==> src/mmed_pkg.sv <==
// shared types, constants and functions for the min/max envelope decimator
// no dependencies; used by mmed_fold, mmed_out and minmax_envelope_decimator
package mmed_pkg;

  localparam int SAMPLE_W = 16;
  localparam int MASK_W   = 64;
  localparam int CRC_W    = 32;
  localparam int SLOT_W   = 6;
  localparam int LEN_W    = SLOT_W + 1;

  localparam logic signed [SAMPLE_W-1:0] SAMPLE_MIN = 16'sh8000;
  localparam logic signed [SAMPLE_W-1:0] SAMPLE_MAX = 16'sh7fff;

  localparam logic [CRC_W-1:0] CRC_POLY = 32'hedb88320;
  localparam logic [CRC_W-1:0] CRC_INIT = 32'hffffffff;
  localparam logic [CRC_W-1:0] CRC_XOUT = 32'hffffffff;

  // window select codes
  localparam logic [1:0] WIN_4  = 2'd0;
  localparam logic [1:0] WIN_16 = 2'd1;
  localparam logic [1:0] WIN_64 = 2'd2;

  // register index on the config port
  localparam logic REG_WINDOW_SELECT = 1'b0;

  // one closed window, before the checksum
  typedef struct packed {
    logic                       bad;
    logic [MASK_W-1:0]          mask;
    logic signed [SAMPLE_W-1:0] high;
    logic signed [SAMPLE_W-1:0] low;
  } rec_t;

  // window length for a select code
  function automatic logic [LEN_W-1:0] win_len(input logic [1:0] sel);
    logic [LEN_W-1:0] len;
    case (sel)
      WIN_4:   len = 7'd4;
      WIN_16:  len = 7'd16;
      default: len = 7'd64;
    endcase
    return len;
  endfunction

  // reflected crc-32 over low, high, mask packed little-endian (96 bits);
  // linear in the data, so this flattens to a parallel xor network
  function automatic logic [CRC_W-1:0] crc_record(input logic [95:0] data);
    logic [CRC_W-1:0] crc;
    logic             fb;
    crc = CRC_INIT;
    for (int i = 0; i < 96; i++) begin
      fb  = crc[0] ^ data[i];
      crc = (crc >> 1) ^ (fb ? CRC_POLY : '0);
    end
    return crc ^ CRC_XOUT;
  endfunction

endpackage

==> src/mmed_fold.sv <==
// envelope fold: window state, min/max update and record register
// depends on mmed_pkg
module mmed_fold #(
  parameter int MAX_WINDOW = 64
) (
  input  logic                                clk,
  input  logic                                rst_n,
  input  logic [1:0]                          win_sel,
  input  logic                                a_valid,
  input  logic signed [mmed_pkg::SAMPLE_W-1:0] a_low,
  input  logic signed [mmed_pkg::SAMPLE_W-1:0] a_high,
  input  logic                                a_last,
  output logic                                a_ready,
  output logic                                rec_valid,
  output mmed_pkg::rec_t                      rec,
  input  logic                                rec_ready
);

  localparam logic [mmed_pkg::LEN_W-1:0] MaxLen = mmed_pkg::LEN_W'(MAX_WINDOW);

  logic signed [mmed_pkg::SAMPLE_W-1:0] run_low_r, run_low_nxt;
  logic signed [mmed_pkg::SAMPLE_W-1:0] run_high_r, run_high_nxt;
  logic [mmed_pkg::MASK_W-1:0]          bits_r, bits_nxt;
  logic [mmed_pkg::SLOT_W-1:0]          slot_r, slot_nxt;
  logic                                 rec_valid_r, rec_valid_nxt;
  mmed_pkg::rec_t                       rec_r, rec_nxt;

  logic                                 b_ready, go;
  logic                                 lo_miss, hi_miss, gap, bad, close;
  logic signed [mmed_pkg::SAMPLE_W-1:0] lo_f, hi_f, new_low, new_high;
  logic [mmed_pkg::MASK_W-1:0]          new_bits;
  logic [mmed_pkg::LEN_W-1:0]           len_sel, len, slot_inc;

  assign b_ready = !rec_valid_r || rec_ready;
  assign go      = a_valid && b_ready;
  assign a_ready = b_ready;

  // window length, capped
  assign len_sel = mmed_pkg::win_len(win_sel);
  assign len     = (len_sel > MaxLen) ? MaxLen : len_sel;

  // missing halves copy each other
  assign lo_miss = (a_low == mmed_pkg::SAMPLE_MIN);
  assign hi_miss = (a_high == mmed_pkg::SAMPLE_MIN);
  assign gap     = lo_miss && hi_miss;
  assign lo_f    = lo_miss ? a_high : a_low;
  assign hi_f    = hi_miss ? a_low : a_high;
  assign bad     = !gap && (lo_f > hi_f);

  // envelope update
  assign new_low  = (!gap && lo_f < run_low_r) ? lo_f : run_low_r;
  assign new_high = (!gap && hi_f > run_high_r) ? hi_f : run_high_r;
  assign new_bits = gap ? bits_r : (bits_r | (mmed_pkg::MASK_W'(1) << slot_r));
  assign slot_inc = {1'b0, slot_r} + mmed_pkg::LEN_W'(1);
  assign close    = (slot_inc >= len) || a_last;

  // next state and record
  always_comb begin
    run_low_nxt   = run_low_r;
    run_high_nxt  = run_high_r;
    bits_nxt      = bits_r;
    slot_nxt      = slot_r;
    rec_nxt       = rec_r;
    rec_valid_nxt = rec_valid_r && !rec_ready;
    if (go) begin
      rec_valid_nxt = bad || close;
      if (bad) begin
        rec_nxt = '{bad: 1'b1, mask: '0, high: '0, low: '0};
      end else begin
        rec_nxt = '{bad: 1'b0, mask: new_bits, high: new_high, low: new_low};
      end
      if (bad || close) begin
        run_low_nxt  = mmed_pkg::SAMPLE_MAX;
        run_high_nxt = mmed_pkg::SAMPLE_MIN;
        bits_nxt     = '0;
        slot_nxt     = '0;
      end else begin
        run_low_nxt  = new_low;
        run_high_nxt = new_high;
        bits_nxt     = new_bits;
        slot_nxt     = slot_inc[mmed_pkg::SLOT_W-1:0];
      end
    end
  end

  always_ff @(posedge clk) begin
    if (!rst_n) begin
      run_low_r   <= mmed_pkg::SAMPLE_MAX;
      run_high_r  <= mmed_pkg::SAMPLE_MIN;
      bits_r      <= '0;
      slot_r      <= '0;
      rec_valid_r <= 1'b0;
    end else begin
      run_low_r   <= run_low_nxt;
      run_high_r  <= run_high_nxt;
      bits_r      <= bits_nxt;
      slot_r      <= slot_nxt;
      rec_valid_r <= rec_valid_nxt;
    end
    rec_r <= rec_nxt;
  end

  assign rec_valid = rec_valid_r;
  assign rec       = rec_r;

endmodule

==> src/mmed_out.sv <==
// checksum stage and output register of the result stream
// depends on mmed_pkg
module mmed_out (
  input  logic           clk,
  input  logic           rst_n,
  input  logic           rec_valid,
  input  mmed_pkg::rec_t rec,
  output logic           rec_ready,
  output logic           out_valid,
  output logic [127:0]   out_data,
  output logic           out_bad,
  input  logic           out_ready
);

  logic         out_valid_r, out_valid_nxt;
  logic [127:0] out_data_r, out_data_nxt;
  logic         out_bad_r, out_bad_nxt;
  logic [95:0]  packed_rec;
  logic [31:0]  crc;

  assign rec_ready  = !out_valid_r || out_ready;
  assign packed_rec = {rec.mask, rec.high, rec.low};

  // checksum, forced to zero on a bad record
  assign crc = rec.bad ? '0 : mmed_pkg::crc_record(packed_rec);

  always_comb begin
    out_valid_nxt = out_valid_r && !out_ready;
    out_data_nxt  = out_data_r;
    out_bad_nxt   = out_bad_r;
    if (rec_valid && rec_ready) begin
      out_valid_nxt = 1'b1;
      out_data_nxt  = {crc, packed_rec};
      out_bad_nxt   = rec.bad;
    end
  end

  always_ff @(posedge clk) begin
    if (!rst_n) begin
      out_valid_r <= 1'b0;
    end else begin
      out_valid_r <= out_valid_nxt;
    end
    out_data_r <= out_data_nxt;
    out_bad_r  <= out_bad_nxt;
  end

  assign out_valid = out_valid_r;
  assign out_data  = out_data_r;
  assign out_bad   = out_bad_r;

endmodule

==> src/minmax_envelope_decimator.sv <==
// min/max envelope decimator: input register, fold stage, checksum stage
// a closing word passes the input register, the record register and the output register to out_
// throughput: one word per cycle unless out_tready stalls; the three registered stages each hold one word
// reset (rst_n low, synchronous): window 4 samples, empty window, all stages empty
// depends on mmed_pkg, mmed_fold, mmed_out
module minmax_envelope_decimator #(
  parameter int MAX_WINDOW = 64
) (
  input  logic         clk,
  input  logic         rst_n,
  // input stream
  input  logic         in_tvalid,
  output logic         in_tready,
  input  logic [31:0]  in_tdata,   // sample_low [15:0], sample_high [31:16]
  input  logic         in_tlast,   // end_of_source
  // result stream
  output logic         out_tvalid,
  input  logic         out_tready,
  output logic [127:0] out_tdata,  // window_low [15:0], window_high [31:16],
                                   // valid_mask [95:32], record_crc [127:96]
  output logic         out_tuser,  // bad_sample
  // config port
  input  logic         cfg_psel,
  input  logic         cfg_penable,
  input  logic         cfg_pwrite,
  input  logic [2:0]   cfg_paddr,
  input  logic [31:0]  cfg_pwdata,
  output logic [31:0]  cfg_prdata,
  output logic         cfg_pready
);

  logic        cfg_idx;
  logic [1:0]  sel_r, sel_nxt;
  logic        cfg_wr;

  logic        in_valid_r, in_valid_nxt;
  logic signed [15:0] in_low_r, in_high_r;
  logic        in_last_r;
  logic        a_ready;
  logic        rec_valid, rec_ready;
  mmed_pkg::rec_t rec;

  // config register
  assign cfg_pready = 1'b1;
  assign cfg_idx    = cfg_paddr[2];
  assign cfg_wr     = cfg_psel && cfg_penable && cfg_pwrite;
  assign sel_nxt    = (cfg_wr && cfg_idx == mmed_pkg::REG_WINDOW_SELECT) ?
                      cfg_pwdata[1:0] : sel_r;
  assign cfg_prdata = (cfg_idx == mmed_pkg::REG_WINDOW_SELECT) ? {30'd0, sel_r} : '0;

  always_ff @(posedge clk) begin
    if (!rst_n) begin
      sel_r <= mmed_pkg::WIN_4;
    end else begin
      sel_r <= sel_nxt;
    end
  end

  // input register
  assign in_tready    = !in_valid_r || a_ready;
  assign in_valid_nxt = in_tready ? in_tvalid : in_valid_r;

  always_ff @(posedge clk) begin
    if (!rst_n) begin
      in_valid_r <= 1'b0;
    end else begin
      in_valid_r <= in_valid_nxt;
    end
    if (in_tready) begin
      in_low_r  <= in_tdata[15:0];
      in_high_r <= in_tdata[31:16];
      in_last_r <= in_tlast;
    end
  end

  mmed_fold #(
    .MAX_WINDOW(MAX_WINDOW)
  ) u_fold (
    .clk       (clk),
    .rst_n     (rst_n),
    .win_sel   (sel_r),
    .a_valid   (in_valid_r),
    .a_low     (in_low_r),
    .a_high    (in_high_r),
    .a_last    (in_last_r),
    .a_ready   (a_ready),
    .rec_valid (rec_valid),
    .rec       (rec),
    .rec_ready (rec_ready)
  );

  mmed_out u_out (
    .clk       (clk),
    .rst_n     (rst_n),
    .rec_valid (rec_valid),
    .rec       (rec),
    .rec_ready (rec_ready),
    .out_valid (out_tvalid),
    .out_data  (out_tdata),
    .out_bad   (out_tuser),
    .out_ready (out_tready)
  );

  // a bad record carries all-zero contents and checksum
  a_bad_zero: assert property (@(posedge clk) disable iff (!rst_n)
    out_tvalid && out_tuser |-> out_tdata == '0)
    else $error("bad record with nonzero contents");

  // an empty window reports the empty envelope
  a_empty_env: assert property (@(posedge clk) disable iff (!rst_n)
    out_tvalid && !out_tuser && out_tdata[95:32] == '0 |->
      out_tdata[15:0] == 16'h7fff && out_tdata[31:16] == 16'h8000)
    else $error("empty window with wrong envelope");

  // a window with samples has low not above high
  a_env_order: assert property (@(posedge clk) disable iff (!rst_n)
    out_tvalid && !out_tuser && out_tdata[95:32] != '0 |->
      $signed(out_tdata[15:0]) <= $signed(out_tdata[31:16]))
    else $error("envelope low above high");

endmodule

==> config.mk <==
export PLATFORM = sky130hd
export DESIGN_NAME = minmax_envelope_decimator
export DESIGN_NICKNAME = d
export VERILOG_FILES = /design/src/mmed_pkg.sv /design/src/mmed_fold.sv /design/src/mmed_out.sv /design/src/minmax_envelope_decimator.sv
export SDC_FILE = /design/constraint.sdc
export NUM_CORES = 1
export LEC_CHECK = 0
export BUFFER_PORTS_ARGS = -buffer_cell sky130_fd_sc_hd__buf_2
export CAP_MARGIN = 40
export CORE_ASPECT_RATIO = 1.2
export CORE_MARGIN = 2
export CORE_UTILIZATION = 30
export DETAILED_ROUTE_END_ITERATION = 16
export PLACE_DENSITY = 0.52
export RECOVER_POWER = 50
export SYNTH_ARGS = -nofsm -noshare
export SYNTH_HDL_FRONTEND = slang
export SYNTH_SLANG_ARGS = --single-unit
==> constraint.sdc <==
create_clock -name clk -period 7.6 [get_ports clk]
set_input_delay 0.38 -clock clk [delete_from_list [all_inputs] [get_ports clk]]
set_output_delay 0.38 -clock clk [all_outputs]
set_load 0.02 [all_outputs]
==> impl_metrics.py, run 1 <==
metrics = {
    "clock_network": {
        "htree_num_levels": 2,
        "cts_root_buffer": "clkbuf_16",
        "clockBufferDepth": 3,
        "cts.clk_slew.worst_paths_ns": 0.06,
        "cts_tree": "done",
        "clock_latency_ns": 0.62,
        "clkSinkCount": 366,
        "cts_inserted_buffers": 42,
    },
    "finish": {
        "layout.nets": 2807,
        "fin_util_pct": 42.5,
        "fillers": 7722,
        "drive_gt1_share_pct": 40.6,
        "stdcell_area_mm2": 0.0353,
        "syn2layout_area_growth_pct": 41.1,
    },
    "synthesis": {
        "yosysMostFrequentCell": "xnor2_1",
        "yosysWarnings": 0,
        "synth_ff_type": "edfxtp_1",
        "syn_avg_cell_area_um2": 12.9,
        "synth-edff-count": 259,
        "synth.top_cell.area_share_pct": 31.1,
        "synthTopCellsByCount": "326 x xnor2_1, 259 x edfxtp_1, 208 x nor2_1",
        "ys_top_cells_by_area": "edfxtp_1 31%, xnor3_1 17%, xnor2_1 11%",
        "synth-seq-area-share_pct": 39.7,
        "yosysTopAreaCell": "edfxtp_1",
        "syn_inst": 1941,
        "synth.distinct_cells": 49,
        "async_flop_share_pct": 0,
        "syn_area_mm2": 0.0250,
        "ys_ff_latch": 366,
    },
    "floorplanning": {
        "coreArea_mm2": 0.0830,
        "die_w_um": 268,
        "die_h_um": 320,
        "ios": 239,
        "rows": 116,
        "die_area_mm2": 0.0857,
        "start_util_pct": 30.1,
    },
    "sta": {
        "skew_ns": 0.0497,
        "slew_violations": 0,
        "setup_violations": 22,
        "slew_headroom_pct": 37.1,
        "setup_slack_ns": -0.192,
        "fin_crit_sh_pct": 103,
        "rsz0062_at_grt": "yes",
        "hold_viol": 0,
        "whs_ns": 0.179,
        "fmax_mhz": 128,
        "min_period_ns": 7.79,
        "tightest_slew_ns": 0.943,
    },
    "min_path": {
        "min_from": "out_tready",
        "hp-class": "primary input to flop",
    },
    "drt": {
        "drtPass1Iterations": 5,
        "drtIter0Drc": 1143,
        "via_per_inst": 4.39,
        "drc_errors": 0,
        "drt_wl_total_um": 73100,
        "drtAntennaViolNets": 0,
        "num_vias": 16800,
        "wl_per_cell_um": 19.1,
    },
    "worst_setup_path": {
        "cp_num_buf_inv": 3,
        "max_stage_delay_ns": 0.51,
        "endpoint_kind": "flop",
        "cp_max_fo": 5,
        "r2r-start": "u_fold.rec[7]",
        "cp.arrival_ns": 8.22,
        "crit_start": "u_fold.rec[7]",
        "critPathKind": "flop to flop",
        "crit_chain": "xor3_2 -> xnor3_2 -> xnor3_2 -> xor2_4 -> buf_12 -> xor2_4 -> xor3_2 -> xnor3_2 -> buf_6 -> xnor3_1 -> xnor3_2 -> buf_12 -> xor2_4 -> xnor3_1 -> xnor3_2 -> xnor2_4 -> xnor3_2 -> xnor2_2 -> xnor3_2 -> xor2_2 -> xor3_1 -> nor2_1",
        "path_delay_family": "XOR/XNOR gates",
        "critPathLaunchType": "flop",
        "critical_path.most_common_cell": "xnor3_2",
        "critPathSlowestCell": "xor3_2",
        "crit_required_ns": 8.03,
    },
    "placement": {
        "hpwl_um": 57200,
        "globalplace.congestion": 0.880,
        "pre_cts_ws_ns": -0.639,
        "place_area_mm2": 0.0311,
        "io_buffers": 175,
    },
    "run": {
        "max-cap-violations": 0,
    },
    "global_routing": {
        "grt_pass1_vias": 17200,
        "grt_overflow": 0,
        "antenna_found_initial": 3,
        "grt_max_degree": 69,
        "grt_pass1_wl_um": 107000,
        "grt_usage_pct": 16.9,
    },
    "outcome": {
        "status": "finished, violations left",
        "violations": "negative setup slack",
    },
}
-- tightest hold or removal path, cell delays in order --
cell and delay, ns:
buf_2 0.08, nor2b_1 0.10, o21a_1 0.19
-- layer usage --
metal  vias to the layer above  track usage (%)  routed length (um)
met5                         -                0                   0
met3                        79             2.22                2810
li1                       8134                -                   -
met2                       398             30.1               37200
met4                         0             4.52                1750
met1                      8193             21.4               31400
-- layout make-up --
type	count	area (um2)	share of cell area [%]
well taps	1121	1400	3.97
multi-input cells	1438	16500	46.7
diodes	1	2.50	0.00709
clock buffers	52	1100	3.11
clock inverters	26	337	0.953
inverters	58	220	0.624
repair buffers	770	5850	16.6
flip-flops and latches	366	9920	28.1
-- sequential cells by signal, indices dropped and copies added, names as in the netlist, 2 cells and up --
register	count
in_high_r	16
in_low_r	16
sel_r	2
u_fold.bits_r	64
u_fold.rec	97
u_fold.run_high_r	16
u_fold.run_low_r	16
u_fold.slot_r	6
u_out.out_data	128
-- what timing repair did --
item / 4_1_cts / 5_1_grt
cloned: 0 / 0
endpoints found under the setup margin: 32 / 31
pin swaps: 51 / 44
hold endpoints to repair: 36 / 0
resized for setup: 152 / 97
setup buffers: 75 / 51
hold buffers: 36 / 0
-- layout by cell type (no fill, tap or decap), drive strengths merged, types with 4 or more instances in the layout --
master       netlist  final
xor3              42     42
xnor2            355    355
conb               2     31
dlygate4sd3        0     36
clkbuf            56     64
xor2             124    124
ha                56     56
a21oi            140    140
a31oi              6      6
edfxtp           259    259
clkinv             1     14
nand2             37     37
a21o              35     35
inv               57     61
a22oi             16     16
and2               6      6
nor4               9      9
o21ai             13     13
buf               52    722
and3               9      9
xnor3            210    210
nand2b            11     11
nor2             208    208
nor2b             37     37
a211oi            32     32
bufinv             0      4
clkinvlp           0      5
mux2i             18     18
nand3              8      8
nand4              7      7
dfxtp            107    107
a21boi             4      4
nor3               7      7
-- stage by stage --
step	instances	setup TNS, ns
floorplan	1970	-0.00474
global placement	3590	-13.25
detailed placement	3596	-12.83
CTS	3783	-1.56
global route	3831	-6.73
finish	3832	-2.20
-- final timing paths --
check	endpoint	slack, ns	cells past startpoint
max	u_out.out_data[122]	-0.19	22
min reg2reg	u_fold.bits_r[61]	0.46	2
min	u_out.out_valid	0.18	3
max reg2reg	u_out.out_data[122]	-0.19	22
-- cell families (layout without fill, tap and decap cells) --
| group | count (synthesis) | in the layout | share of synthesized area [%] |
|---|---|---|---|
| xor+xnor | 731 | 731 | 41.4 |
| flops | 366 | 366 | 39.7 |
| simple gates | 345 | 345 | 6.15 |
| buf+inv | 166 | 906 | 3.03 |
| fa+ha+maj | 56 | 56 | 2.80 |
| other cells | 2 | 32 | 0.0300 |
| compound gates | 257 | 257 | 6.17 |
| mux | 18 | 18 | 0.720 |
Power of run 1 is not shown: default switching activity piles up to over one toggle a cycle in this logic, so the estimate is an artifact.
==> inputs of run 2 (changes only) <==
Settings changed: SYNTH_HIERARCHICAL from default to 1.
==> run 2 against run 1 <==
  * The flow still finishes with violations (negative setup slack)
  * Final cell count up 1.5%
  * Largest cell class unchanged
  * Sequential cell count is the same
  * Sequential share of layout area fell by 0.49 points
==> impl_metrics.py, run 2 <==
metrics = {
    "sta": {
        "setup_violations": 16,
        "skew_ns": 0.0506,
        "fmax_mhz": 129,
        "setup_slack_ns": -0.137,
        "slew_headroom_pct": 38.9,
        "hold_viol": 0,
        "slew_violations": 0,
        "fin_crit_sh_pct": 102,
        "tightest_slew_ns": 0.915,
        "rsz0062_at_grt": "yes",
        "setup_tns_ns": -0.828,
        "min_period_ns": 7.74,
    },
    "drt": {
        "drtPass1Iterations": 6,
        "drtAntennaViolNets": 0,
        "num_vias": 17500,
        "via_per_inst": 4.49,
        "drtIter0Drc": 1170,
        "drt_wl_total_um": 76100,
        "wl_per_cell_um": 19.6,
        "drc_errors": 0,
    },
    "synthesis": {
        "synth_fa_ha_area_share_pct": 2.24,
        "ys_top_cells_by_area": "edfxtp_1 30%, xnor3_1 20%, xnor2_1 9.0%",
        "synth_simple_gate_area_share_pct": 6.18,
        "syn_inst": 1989,
        "synth_compound_gate_area_share_pct": 7.09,
        "muxShareOfSynthArea_pct": 0.173,
        "synth.distinct_cells": 80,
        "yosysTopAreaCell": "edfxtp_1",
        "synth-seq-area-share_pct": 38.0,
        "async_flop_share_pct": 0,
        "yosysMostFrequentCell": "xnor2_1",
        "synth_ff_type": "edfxtp_1",
        "synth_top_family_by_area": "XOR/XNOR gates",
        "synth-xor-area-share_pct": 43.0,
        "syn_area_mm2": 0.0261,
        "synth-edff-count": 259,
        "ys_ff_latch": 366,
        "syn_avg_cell_area_um2": 13.1,
        "synthTopCellsByCount": "268 x xnor2_1, 259 x edfxtp_1, 228 x xnor3_1",
        "yosysWarnings": 6,
        "synth.top_cell.area_share_pct": 29.8,
    },
    "placement": {
        "hpwl_um": 59800,
        "globalplace.congestion": 0.899,
        "io_buffers": 175,
    },
    "min_path": {
        "hp-class": "primary input to flop",
    },
    "outcome": {
        "violations": "negative setup slack",
        "status": "finished, violations left",
    },
    "worst_setup_path": {
        "critPathKind": "flop to flop",
        "critPathSlowestCell": "xnor3_2",
        "max_stage_delay_ns": 0.51,
        "critical_path.most_common_cell": "xnor3_2",
        "r2r_setup_slack_ns": -0.14,
        "critPathLaunchType": "flop",
        "cp_max_fo": 4,
        "crit_required_ns": 7.93,
        "endpoint_kind": "flop",
        "cp.arrival_ns": 8.07,
    },
    "clock_network": {
        "cts_root_buffer": "clkbuf_16",
        "clkSinkCount": 366,
        "cts_tree": "done",
        "htree_num_levels": 2,
        "cts_inserted_buffers": 40,
        "cts.clk_slew.worst_paths_ns": 0.06,
        "clockBufferDepth": 3,
        "clock_latency_ns": 0.62,
    },
    "finish": {
        "mostFrequentLayoutCell": "buf_4",
        "layout.nets": 2839,
        "syn2layout_area_growth_pct": 37.6,
        "largest_reg_flops": 128,
        "diodes": 0,
        "drive_gt1_share_pct": 40.4,
        "final_cell_mix": "480 x buf_4, 259 x edfxtp_1, 215 x nor2_1",
        "fillers": 8039,
    },
    "global_routing": {
        "grt_usage_pct": 16.8,
        "grt_overflow": 0,
        "grt_max_degree": 75,
        "grt_pass1_wl_um": 113000,
        "grt_pass1_vias": 18100,
        "antenna_found_initial": 3,
    },
    "floorplanning": {
        "start_util_pct": 30.3,
        "ios": 239,
        "die_h_um": 327,
        "coreArea_mm2": 0.0862,
        "die_w_um": 273,
        "rows": 118,
        "die_area_mm2": 0.0894,
    },
    "run": {
        "max-cap-violations": 0,
    },
}
[run 2: per-stage QoR]
stage	cell area [um2]	cells	util, %	hold WS [ns]	setup WS, ns
final	35900	3890	41.7	0.118	-0.137
after global routing	35900	3890	41.7	0.129	-0.262
after CTS	34700	3840	40.2	0.0825	-0.0756
after detailed placement	31700	3666	36.8	0.454	-0.334
after global placement	31500	3653	36.6	0.446	-0.318
after floorplan	26400	2018	-	0.421	-0.0335
[run 2: path summary, 6_finish.rpt]
check	start	end	depth (start not counted)
worst max-delay path	u_fold/rec[14]	u_out/out_data[119]	25
worst min-delay path	out_tready	u_out/out_valid	3
worst max register to register	u_fold/rec[14]	u_out/out_data[119]	25
worst min register to register	u_fold/bits_r[48]	u_fold/bits_r[48]	2
[run 2: kinds of logic after synthesis]
| logic type | Yosys count |
|---|---|
| mux | 4 |
| fa+ha+maj | 47 |
| flops | 366 |
| simple gates | 351 |
| xor+xnor | 742 |
| compound gates | 299 |
| other cells | 2 |
| buf+inv | 178 |
[run 2: what timing repair did]
item / 4_1_cts / 5_1_grt
hold buffers: 36 / 0
endpoints found under the setup margin: 32 / 32
resized for setup: 126 / 137
hold endpoints to repair: 36 / 0
pin swaps: 52 / 44
setup buffers: 66 / 52
[run 2: cell type report]
cell class,count,area (um2),area share (%)
Multi-Input combinational cell,1474,17000,47.4
Clock buffer,53,1140,3.18
Clock inverter,21,272,0.756
Inverter,65,246,0.686
Sequential cell,366,9920,27.6
Tap cell,1140,1430,3.97
Timing Repair Buffer,771,5880,16.4
[run 2: worst max-delay path: cells and delay by family (launching register included)]
family                 cells  cell delay, ns
XOR/XNOR                  17            5.93
buffers and inverters      7            1.02
flip-flops                 1            0.45
AND/OR/NAND/NOR            1            0.04
[run 2: per-layer routing]
metal | up-vias | wire length, um | GRT usage, %
met5 | - | 0 | 0
met3 | 97 | 3400 | 2.64
met4 | 0 | 2050 | 5.04
met2 | 410 | 37400 | 28.8
met1 | 8572 | 33300 | 21.9
li1 | 8383 | - | -
Power of run 2 is left out for the same reason.
==> inputs of run 3 (changes only) <==
Settings changed: PLACE_DENSITY 0.52 to default, PLACE_DENSITY_LB_ADDON from default to 0.08, REMOVE_ABC_BUFFERS from default to 1.
==> run 3 against run 2 <==
  * The flow still finishes with violations (negative setup slack)
  * Critical path type unchanged
  * Largest cell class unchanged
  * Highest routed layer unchanged
  * Hold slack got worse by 0.059 ns
  * Non-clock buffer count grew 98
  * Critical path depth fell by 2
==> impl_metrics.py, run 3 (synthesized netlist as in run 2, its figures left out) <==
metrics = {
    "finish": {
        "largest_reg_flops": 128,
        "layout.nets": 2940,
        "drive_gt1_share_pct": 42.6,
        "stdcell_count": 3996,
        "final_cell_mix": "534 x buf_4, 259 x edfxtp_1, 213 x nor2_1",
        "syn2layout_area_growth_pct": 41.2,
        "mostFrequentLayoutCell": "buf_4",
    },
    "sta": {
        "rsz0062_at_grt": "yes",
        "setup_violations": 13,
        "whs_ns": 0.0592,
        "hold_viol": 0,
        "fmax_mhz": 130,
        "skew_ns": 0.0498,
        "min_period_ns": 7.71,
        "setup_slack_ns": -0.106,
        "tightest_slew_ns": 0.934,
        "slew_violations": 0,
        "fin_crit_sh_pct": 101,
        "slew_headroom_pct": 37.2,
    },
    "placement": {
        "dp.cells": 3726,
        "io_buffers": 175,
        "globalplace.congestion": 0.858,
        "pre_cts_ws_ns": -0.610,
        "hpwl_um": 70300,
    },
    "worst_setup_path": {
        "max_stage_delay_ns": 0.50,
        "path_delay_family": "XOR/XNOR gates",
        "cp_max_fo": 4,
        "crit_required_ns": 7.95,
        "critPathLaunchType": "flop",
        "cp_num_buf_inv": 5,
        "crit_chain": "buf_6 -> xor2_2 -> buf_4 -> xnor3_2 -> xnor3_2 -> xnor3_2 -> xnor3_2 -> xnor3_2 -> xnor3_2 -> xor3_2 -> buf_6 -> xnor3_2 -> buf_6 -> xnor3_1 -> xnor3_1 -> xnor3_2 -> xnor2_2 -> buf_4 -> xnor3_2 -> xnor2_2 -> xnor3_1 -> xnor3_1 -> nor2_1",
        "critPathKind": "flop to flop",
        "critPathSlowestCell": "xnor3_2",
        "cp.arrival_ns": 8.06,
        "endpoint_kind": "flop",
        "critical_path.most_common_cell": "xnor3_2",
    },
    "global_routing": {
        "grt_usage_pct": 19.5,
        "grt_pass1_vias": 18800,
        "grt_pass1_wl_um": 127000,
        "grt_overflow": 0,
        "grt_max_degree": 94,
        "antenna_found_initial": 9,
    },
    "min_path": {
        "hp-class": "primary input to flop",
    },
    "floorplanning": {
        "ios": 239,
        "start_util_pct": 30.3,
        "rows": 118,
        "die_area_mm2": 0.0894,
        "coreArea_mm2": 0.0862,
        "die_w_um": 273,
        "die_h_um": 327,
    },
    "run": {
        "max-cap-violations": 0,
    },
    "drt": {
        "via_per_inst": 4.47,
        "wl_per_cell_um": 22.0,
        "drtIter0Drc": 830,
        "drtAntennaViolNets": 0,
        "drc_errors": 0,
        "drtPass1Iterations": 5,
        "drt_wl_total_um": 87800,
        "num_vias": 17900,
    },
    "outcome": {
        "status": "finished, violations left",
        "violations": "negative setup slack",
    },
    "clock_network": {
        "cts_tree": "done",
        "htree_num_levels": 2,
        "clkSinkCount": 366,
        "cts_root_buffer": "clkbuf_16",
        "cts_inserted_buffers": 43,
        "cts.clk_slew.worst_paths_ns": 0.06,
        "clockBufferDepth": 3,
        "clock_latency_ns": 0.63,
    },
}
run 3: cell count changes in the layout (fill, tap and decap cells not counted), sizes merged:
| cell | delta |
|---|---|
| bufinv | +1 |
| inv | +1 |
| clkbuf | +5 |
| diode | +2 |
| dlygate4sd3 | -3 |
| buf | +99 |
| clkinvlp | +1 |
run 3: cell type report:
cell class | count | area (um2)
Antenna cell | 2 | 5.00
Clock buffer | 56 | 1170
Clock inverter | 24 | 284
Fill cell | 8160 | 49400
Inverter | 65 | 246
Multi-Input combinational cell | 1474 | 17000
Sequential cell | 366 | 9920
Tap cell | 1140 | 1430
Timing Repair Buffer | 869 | 6750
run 3: worst paths after layout:
kind,startpoint,endpoint,slack [ns],cells past startpoint
worst max register to register,u_fold/rec[0],u_out/out_data[119],-0.11,23
worst min-delay path,cfg_pwdata[0],sel_r[0],0.06,3
worst min register to register,u_fold/bits_r[63],u_fold/bits_r[63],0.47,2
worst max-delay path,u_fold/rec[0],u_out/out_data[119],-0.11,23
run 3: timing repair:
item / CTS / global route
gates resized for setup: 252 / 105
endpoints found under the setup margin: 32 / 32
endpoints found under the hold margin: 33 / 0
cloned: 0 / 0
pin swaps: 108 / 58
hold buffers: 33 / 0
buffers inserted: 102 / 63
run 3: per-stage QoR:
step | setup TNS (ns) | util (%) | cell area [um2]
2_1_floorplan | -328.65 | - | 25600
3_3_place_gp | -16.50 | 36.8 | 31700
3_5_place_dp | -14.79 | 37.0 | 31900
4_1_cts | -0.488 | 41.6 | 35900
5_1_grt | -4.98 | 42.7 | 36800
6_report | -0.513 | 42.7 | 36800
run 3: tightest hold or removal path: cells and delay by family:
family / cells / cell delay, ns
buf+inv: 1 / 0.10
mux: 1 / 0.06
simple gates: 1 / 0.05
run 3: per-layer routing:
| layer | part of all wire (%) | routed length, um | track usage (%) |
|---|---|---|---|
| met5 | 0 | 0 | 0 |
| met2 | 55 | 48200 | 37.4 |
| met1 | 39 | 34000 | 22.1 |
| met3 | 2.8 | 2460 | 2.18 |
| met4 | 3.7 | 3210 | 6.91 |
Power of run 3 is left out for the same reason.
